`src/sv/psp_pkg.sv`:
```
package psp_pkg;

   localparam int COORD_WIDTH_DEF = 20;
   localparam int CSR_ADDR_WIDTH = 3;

   localparam logic [1:0] VERTEX_COUNT_MAX = 2'd3;
   localparam logic [1:0] MIN_POLY_VERTS = 2'd2;

   typedef enum logic [CSR_ADDR_WIDTH-1:0] {
      CSR_RECT_MODE    = 3'd0,
      CSR_PICK_X       = 3'd1,
      CSR_PICK_Y       = 3'd2,
      CSR_RECT_MAX_X   = 3'd3,
      CSR_RECT_MAX_Y   = 3'd4,
      CSR_COMBINE_MODE = 3'd5
   } csr_addr_type;

   typedef enum logic [1:0] {
      COMBINE_NEW       = 2'd0,
      COMBINE_JOIN      = 2'd1,
      COMBINE_INTERSECT = 2'd2,
      COMBINE_INVERT    = 2'd3
   } combine_type;

   typedef struct packed {
      logic valid;
      logic last;
      logic was_selected;
      logic edge_ok;
      logic enough;
      logic in_rect;
   } ctrl_type;

endpackage

```
`src/sv/psp_front.sv`:
```
module psp_front import psp_pkg::*; #(
   parameter int COORD_WIDTH = COORD_WIDTH_DEF
) (
   input  logic                          clock,
   input  logic                          reset,
   input  logic                          in_valid,
   output logic                          in_ready,
   input  logic signed [COORD_WIDTH-1:0] vert_x,
   input  logic signed [COORD_WIDTH-1:0] vert_y,
   input  logic                          last_vertex,
   input  logic                          was_selected,
   input  logic signed [COORD_WIDTH-1:0] pick_x,
   input  logic signed [COORD_WIDTH-1:0] pick_y,
   input  logic signed [COORD_WIDTH-1:0] rect_max_x,
   input  logic signed [COORD_WIDTH-1:0] rect_max_y,
   input  logic                          next_ready,
   output ctrl_type                      ctrl,
   output logic signed [COORD_WIDTH:0]   e_dx,
   output logic signed [COORD_WIDTH:0]   e_dy,
   output logic signed [COORD_WIDTH:0]   e_px,
   output logic signed [COORD_WIDTH:0]   e_py,
   output logic signed [COORD_WIDTH:0]   c_dx,
   output logic signed [COORD_WIDTH:0]   c_dy,
   output logic signed [COORD_WIDTH:0]   c_px,
   output logic signed [COORD_WIDTH:0]   c_py
);

   logic signed [COORD_WIDTH-1:0] first_x_ff, first_y_ff, prev_x_ff, prev_y_ff;
   logic signed [COORD_WIDTH-1:0] first_x_in, first_y_in, prev_x_in, prev_y_in;
   logic [1:0]                    count_ff, count_in, count_sat;
   ctrl_type                      ctrl_ff, ctrl_in;
   logic signed [COORD_WIDTH:0]   e_dx_ff, e_dy_ff, e_px_ff, e_py_ff;
   logic signed [COORD_WIDTH:0]   c_dx_ff, c_dy_ff, c_px_ff, c_py_ff;
   logic signed [COORD_WIDTH-1:0] close_x, close_y;
   logic                          fire;

   function automatic logic signed [COORD_WIDTH:0] diff_ext(
      input logic signed [COORD_WIDTH-1:0] a,
      input logic signed [COORD_WIDTH-1:0] b
   );
      return {a[COORD_WIDTH-1], a} - {b[COORD_WIDTH-1], b};
   endfunction

   always_comb begin
      in_ready = !ctrl_ff.valid || next_ready;
      fire = in_valid && in_ready;
      close_x = (count_ff == '0) ? vert_x : first_x_ff;
      close_y = (count_ff == '0) ? vert_y : first_y_ff;
      count_sat = (count_ff == VERTEX_COUNT_MAX) ? VERTEX_COUNT_MAX : count_ff + 2'd1;

      first_x_in = first_x_ff;
      first_y_in = first_y_ff;
      prev_x_in = prev_x_ff;
      prev_y_in = prev_y_ff;
      count_in = count_ff;
      if (fire) begin
         if (last_vertex) begin
            first_x_in = '0;
            first_y_in = '0;
            prev_x_in = '0;
            prev_y_in = '0;
            count_in = '0;
         end else begin
            first_x_in = close_x;
            first_y_in = close_y;
            prev_x_in = vert_x;
            prev_y_in = vert_y;
            count_in = count_sat;
         end
      end

      ctrl_in = ctrl_ff;
      if (in_ready) begin
         ctrl_in.valid = in_valid;
         ctrl_in.last = last_vertex;
         ctrl_in.was_selected = was_selected;
         ctrl_in.edge_ok = (count_ff != '0);
         ctrl_in.enough = (count_sat > MIN_POLY_VERTS);
         ctrl_in.in_rect = (vert_x >= pick_x) && (vert_y >= pick_y) &&
                           (vert_x <= rect_max_x) && (vert_y <= rect_max_y);
      end
   end

   always_ff @(posedge clock) begin
      if (reset) begin
         ctrl_ff <= '0;
         count_ff <= '0;
         first_x_ff <= '0;
         first_y_ff <= '0;
         prev_x_ff <= '0;
         prev_y_ff <= '0;
      end else begin
         ctrl_ff <= ctrl_in;
         count_ff <= count_in;
         first_x_ff <= first_x_in;
         first_y_ff <= first_y_in;
         prev_x_ff <= prev_x_in;
         prev_y_ff <= prev_y_in;
      end
   end

   // edge from previous vertex to this one, and closing edge back to the first
   always_ff @(posedge clock) begin
      if (in_ready) begin
         e_dx_ff <= diff_ext(vert_x, prev_x_ff);
         e_dy_ff <= diff_ext(vert_y, prev_y_ff);
         e_px_ff <= diff_ext(pick_x, prev_x_ff);
         e_py_ff <= diff_ext(pick_y, prev_y_ff);
         c_dx_ff <= diff_ext(close_x, vert_x);
         c_dy_ff <= diff_ext(close_y, vert_y);
         c_px_ff <= diff_ext(pick_x, vert_x);
         c_py_ff <= diff_ext(pick_y, vert_y);
      end
   end

   assign ctrl = ctrl_ff;
   assign e_dx = e_dx_ff;
   assign e_dy = e_dy_ff;
   assign e_px = e_px_ff;
   assign e_py = e_py_ff;
   assign c_dx = c_dx_ff;
   assign c_dy = c_dy_ff;
   assign c_px = c_px_ff;
   assign c_py = c_py_ff;

endmodule

```
`config.mk`:
```
export PLATFORM = sky130hd
export DESIGN_NAME = psp_front
export DESIGN_NICKNAME = d
export VERILOG_FILES = /design/src/sv/psp_pkg.sv /design/src/sv/psp_front.sv
export SDC_FILE = /design/constraint.sdc
export NUM_CORES = 1
export LEC_CHECK = 0
export BUFFER_PORTS_ARGS = -buffer_cell sky130_fd_sc_hd__buf_2
export CORE_ASPECT_RATIO = 1.25
export CORE_MARGIN = 8
export CORE_UTILIZATION = 40
export DETAILED_ROUTE_END_ITERATION = 12
export SLEW_MARGIN = 10
export SYNTH_ARGS = -nofsm -noshare
export SYNTH_HDL_FRONTEND = slang
export SYNTH_SLANG_ARGS = --single-unit
```
`constraint.sdc`:
```
create_clock -name clock -period 11 [get_ports clock]
set_input_delay 1.65 -clock clock [delete_from_list [all_inputs] [get_ports clock]]
set_output_delay 1.65 -clock clock [all_outputs]
set_load 0.01 [all_outputs]
```
* Word-level counts from Yosys, hierarchy flattened
Index checks and enable logic that the tools add are counted.
** Storage, ports and cells
- Flip-flop bits (word level) :: 256
- Word-level logic and storage cells :: 50
- Bits of input ports :: 126
- Output and inout port bits :: 175
** Cells by class
- Multiplexer cells :: 8
- Reductions and logical operators :: 8
- Add/sub/neg operators :: 9
- Equality and inequality tests :: 1
- Magnitude comparators :: 5
** Operators by type and width (number)
- 20-bit by 20-bit subtractor with 21-bit output :: 8
- 20-bit two-way mux :: 6
- 20-bit greater-or-equal comparator :: 2
- 20-bit less-or-equal comparator :: 2
- 1-bit logical AND :: 4
- 2-bit two-way mux :: 2
- 2-bit by 1-bit adder with 2-bit output (second input constant) :: 1
- 2-bit equality test (second input constant) :: 1
- 2-bit > comparator (second input constant) :: 1
- 2-bit logical NOT :: 1
- 2-bit nonzero test :: 1
- 1-bit logical NOT :: 1
- 1-bit logical OR :: 1

* Depth between registers and ports, before layout
- Word-level depth :: 4
- Mapped depth :: 14
- Mapped depth without buffers :: 13

* Worst setup path before layout
Ideal clock, no wire load.
- Path type :: input -> register
- Start :: input next_ready
- End :: register first_x_ff[2]
- Setup time :: 65 ps
- Stages :: 8
- Required time :: 10935 ps
- Arrival :: 7435 ps
- Setup slack :: 3499 ps
- Path buffers :: 3
- Path through :: nor2b_1 -> clkbuf_1 -> clkinv_1 -> nand2_1 -> clkbuf_1 -> buf_1 -> a22oi_1 -> nor2_1
** On the way
- Word-level cells in the longest chain between the ends :: 2
** RTL lines
- start: declaration :: RTL line psp_front.sv:16 : input logic next_ready,
- 1-bit logical OR :: RTL line psp_front.sv:45 : in_ready = !ctrl_ff.valid || next_ready;
- named net in_ready :: RTL line psp_front.sv:7 : output logic in_ready,
- 1-bit logical AND :: RTL line psp_front.sv:46 : fire = in_valid && in_ready;
- end signal: assignment :: RTL line psp_front.sv:95 : first_x_ff <= first_x_in;
- end: declaration :: RTL line psp_front.sv:28 : logic signed [COORD_WIDTH-1:0] first_x_ff, first_y_ff, prev_x_ff, prev_y_ff;
The timed path passes the listed nets, and every way through them passes these cells.
A chain may end at the register's enable or synchronous reset.

* Worst setup path after layout
- Start :: register count_ff[0]
- End :: register c_dx_ff[18], in the netlist c_dx[18] (data pin)
** On the way
- Word-level cells in the longest chain between the ends :: 3
** RTL lines
- start: declaration :: RTL line psp_front.sv:30 : logic [1:0] count_ff, count_in, count_sat;
- start signal: assignment :: RTL line psp_front.sv:94 : count_ff <= count_in;
- 2-bit logical NOT :: RTL line psp_front.sv:47 : close_x = (count_ff == '0) ? vert_x : first_x_ff;
- 20-bit two-way mux :: RTL line psp_front.sv:47
- 20-bit by 20-bit subtractor with 21-bit output :: RTL line psp_front.sv:41 : return {a[COORD_WIDTH-1], a} - {b[COORD_WIDTH-1], b};
- end signal: assignment :: RTL line psp_front.sv:109 : c_dx_ff <= diff_ext(close_x, vert_x);
- end: declaration :: RTL line psp_front.sv:33 : logic signed [COORD_WIDTH:0] c_dx_ff, c_dy_ff, c_px_ff, c_py_ff;
Every way passes these cells.

==> results.md <==
- Outcome: complete, no violations
- Leak Pwr: 8.88 nW
- Worst Tran Pin Value: 1.08 ns
- Sw Pwr: 0.000983 W
- Vias: 14700
- Reg2Reg Setup Slack: 6.37 ns
- Crit-path max FO: 22
- Post-synth top area share: 29.3%
- Die X: 202 um
- Initial DRC Count: 730
- RSZ-0062 raised after global routing: no
- WL/cell: 19.6 um
- DRT antenna net count: 0
- Final hold vios: 0
- Clock Path Buffers: 3
- CP required: 11.31 ns
- Clock sink total: 256
- Layout Nets: 2450
- I/O pins: 301
- Sequential power share: 40.7%
- Drt drc: 0
- Cells after Synth: 1817
- Fmax: 216 MHz
- Hold Buf Count CTS: 0
- Nature of the critical path startpoint: flip-flop
- Ys async rst share: 0%
- Crit path max-delay family: compound AO/OA/AOI/OAI gates
- Post-DP Area: 0.0194 mm^2
- Arrival time worst endpoint: 4.94 ns
- Cells along the critical path: nor2_4 > buf_4 > mux2i_1 > ha_1 > inv_1 > fa_1 > a211oi_2 > o21bai_1 > a2111o_1 > a41oi_2 > a211oi_1 > o31a_1 > o41a_1 > xor2_1
- Post-Syn Nets: 2151
- CTS Buf Count: 29
- Total track usage: 20.4%
- YS warnings: 0
- Routability cong.: 0.940
- Top cell type by total area after synthesis: edfxtp_1
- Sw frac: 31.7%
- Clock share of power: 30.6%
- CTS root buf: clkbuf_16
- Die extent in y: 248 um
- Clock skew: 0.0101 ns
- Cts repair resizes: 0
- Post-Route WL: 53.1 mm
- P per Cell Area: 153 mW/mm^2
- Area of the core: 0.0428 mm^2
- Mapped cell area: 0.0172 mm^2
- Multi-input gate area: 0.00965 mm^2
- Logic pwr share: 28.7%
- CTS tree: yes
- Proportion of layout cells with a drive suffix above 1: 19.3%
- # Max-Cap Violations: 0
- Clock transition at the registers of the reported paths: 0.06 ns
- Main synth FF type: edfxtp_1
- Yosys cell types: 65
- H-tree Lvls: 1
- Area growth from synthesis to layout: 17.8%
- Sum Neg Setup Slack: 0 ns
- Crit end category: flip-flop
- Sequential share of the synthesized area: 39.5%
- DRT Pass-1 Iters: 5
- Fin crit share: 42.1%
- Design area: 0.0203 mm^2
- Initial antenna violation count: 1
- IO buf count: 300
- Initial Utilization: 40.3%
- Flops & latches, synth: 256
- Post-DP HPWL: 42.2 mm
- Internal: 0.00212 W
- Post-CTS Setup Repair Bufs: 0
- Pins over their slew limit: 0
- Full die area: 0.0500 mm^2
- Reg2Reg Depth: 14
- First-pass GRT wire length: 81.1 mm
- Worst-case vdd ir drop: 0.000113 V
- Via-per-instance ratio: 5.42
- Avg Cell Area, Syn: 9.48 um^2
- Min Tclk post-route: 4.63 ns
- Synth top area cells: edfxtp_1 (29%), ha_1 (15%), dfxtp_1 (10%), a21oi_1 (4.6%), xnor2_1 (4.3%)
- Hold WC Path Type: reg -> reg
- Reg area: 0.00681 mm^2
- Post-synth EDFFs: 168
- Buf+Inv Stages, Crit Path: 2
- Worst skew pair latency: 0.56 ns
- Largest net degree at the start of global routing: 89
- Worst path max stage delay: 0.61 ns
- Critical path depth: 14
- Final setup fails: 0
- Layout filler cell count: 4121
- Vias in the first global route: 15000
- Congestion Overflow GR: 0
- Slew headroom: 28.0%
- Row Count: 85
- Crit Path Category: reg -> reg
- Hold Crit Depth: 2
- Slowest CP cell: nor2_4
-- through the flow --
step / total power [W] / hold slack, ns / instances / util [%] / setup slack [ns]
floorplan: 0.00183 / 0.456 / 1817 / - / 3.50
global placement: 0.00217 / 0.438 / 2650 / 45.3 / 6.09
detailed placement: 0.00217 / 0.447 / 2650 / 45.3 / 6.03
CTS: 0.00314 / 0.456 / 2703 / 47.4 / 6.30
global route: 0.00326 / 0.483 / 2704 / 47.4 / 6.10
finish: 0.00310 / 0.459 / 2706 / 47.4 / 6.37
-- logic make-up after synthesis --
family	after synthesis	share of synthesized area, %
multiplexers	46	2.95
flip-flops	256	39.5
buffers and inverters	209	4.56
adder cells (fa/ha/maj)	208	15.5
XOR/XNOR	115	5.85
AO/OA/AOI/OAI	477	17.9
AND/OR/NAND/NOR	506	13.8
-- power groups by stage --
stage               clock [W]  sequential (W)  combinational, W
floorplan                   0         0.00134          0.000492
global placement            0         0.00128          0.000886
detailed placement          0         0.00128          0.000893
CTS                  0.000980         0.00126          0.000899
global route          0.00101         0.00127          0.000979
finish               0.000950         0.00126          0.000888
-- synth_stat cells, types with 5 or more instances --
master and count:
a211oi_1 17, nor2_1 193, o211ai_1 15, dfxtp_1 88, or3_1 9, and3_1 14, a211o_1 5, nand3_1 35
a21oi_1 157, or2_2 5, o21ai_0 80, a31oi_1 23, o41ai_1 7, edfxtp_1 168, nand4_1 21, mux2_2 38
xnor2_1 84, nand2b_1 16, a22oi_1 38, nand2_1 75, a21o_1 39, o2111a_1 7, a221oi_1 6, fa_1 8
o21a_1 22, nor4_1 11, clkbuf_1 35, nor3_1 82, mux2i_1 8, inv_1 168, o31a_1 7, xor2_1 31
nor2b_1 30, buf_1 5, ha_1 200, o31ai_1 12
-- path summary, 6_finish.rpt --
kind                          endpoint                      from
hold reg to reg   ctrl[3]$_SDFFE_PP0N_      ctrl[3]$_SDFFE_PP0N_
setup reg to reg    c_dx[18]$_DFFE_PN_  count_ff[0]$_SDFFE_PP0P_
setup / recovery    c_dx[18]$_DFFE_PN_  count_ff[0]$_SDFFE_PP0P_
hold / removal    ctrl[3]$_SDFFE_PP0N_      ctrl[3]$_SDFFE_PP0N_
-- layout by cell type (no fill, tap or decap), drive strengths merged, types with 21 or more instances in the layout --
master,instances
a21o,41
a21oi,157
a22oi,38
a31oi,23
buf,308
clkbuf,39
dfxtp,88
edfxtp,168
ha,200
inv,169
mux2,38
nand2,75
nand3,35
nand4,21
nor2,193
nor2b,30
nor3,82
o21a,22
o21ai,84
xnor2,84
xor2,31
-- worst min-delay path, stage by stage (launching register included) --
cell and delay (ns):
dfxtp_1 0.31, nand2_1 0.05, a21oi_1 0.05
-- layer usage --
metal | track usage [%] | part of all wire, %
met3 | 3.30 | 5.1
met5 | 0 | 0
met4 | 8.93 | 4.2
met2 | 37.2 | 50
met1 | 23.2 | 41
-- layout make-up --
cell class	instances	area share (%)
Multi-Input combinational cell	1352	47.6
Antenna cell	3	0.0370
Inverter	169	3.15
Timing Repair Buffer	308	7.70
Sequential cell	256	33.6
Clock inverter	14	0.604
Tap cell	565	3.49
Clock buffer	39	3.91
-- registers in the layout, summed over array words and instances (netlist names) --
signal / cells
c_dx: 21
c_dy: 21
c_px: 21
c_py: 21
e_dx: 21
e_dy: 21
e_px: 21
e_py: 21
first_x_ff: 20
first_y_ff: 20
prev_x_ff: 20
prev_y_ff: 20
ctrl: 6
count_ff: 2
No activity file was read; power rests on OpenSTA's default activity.
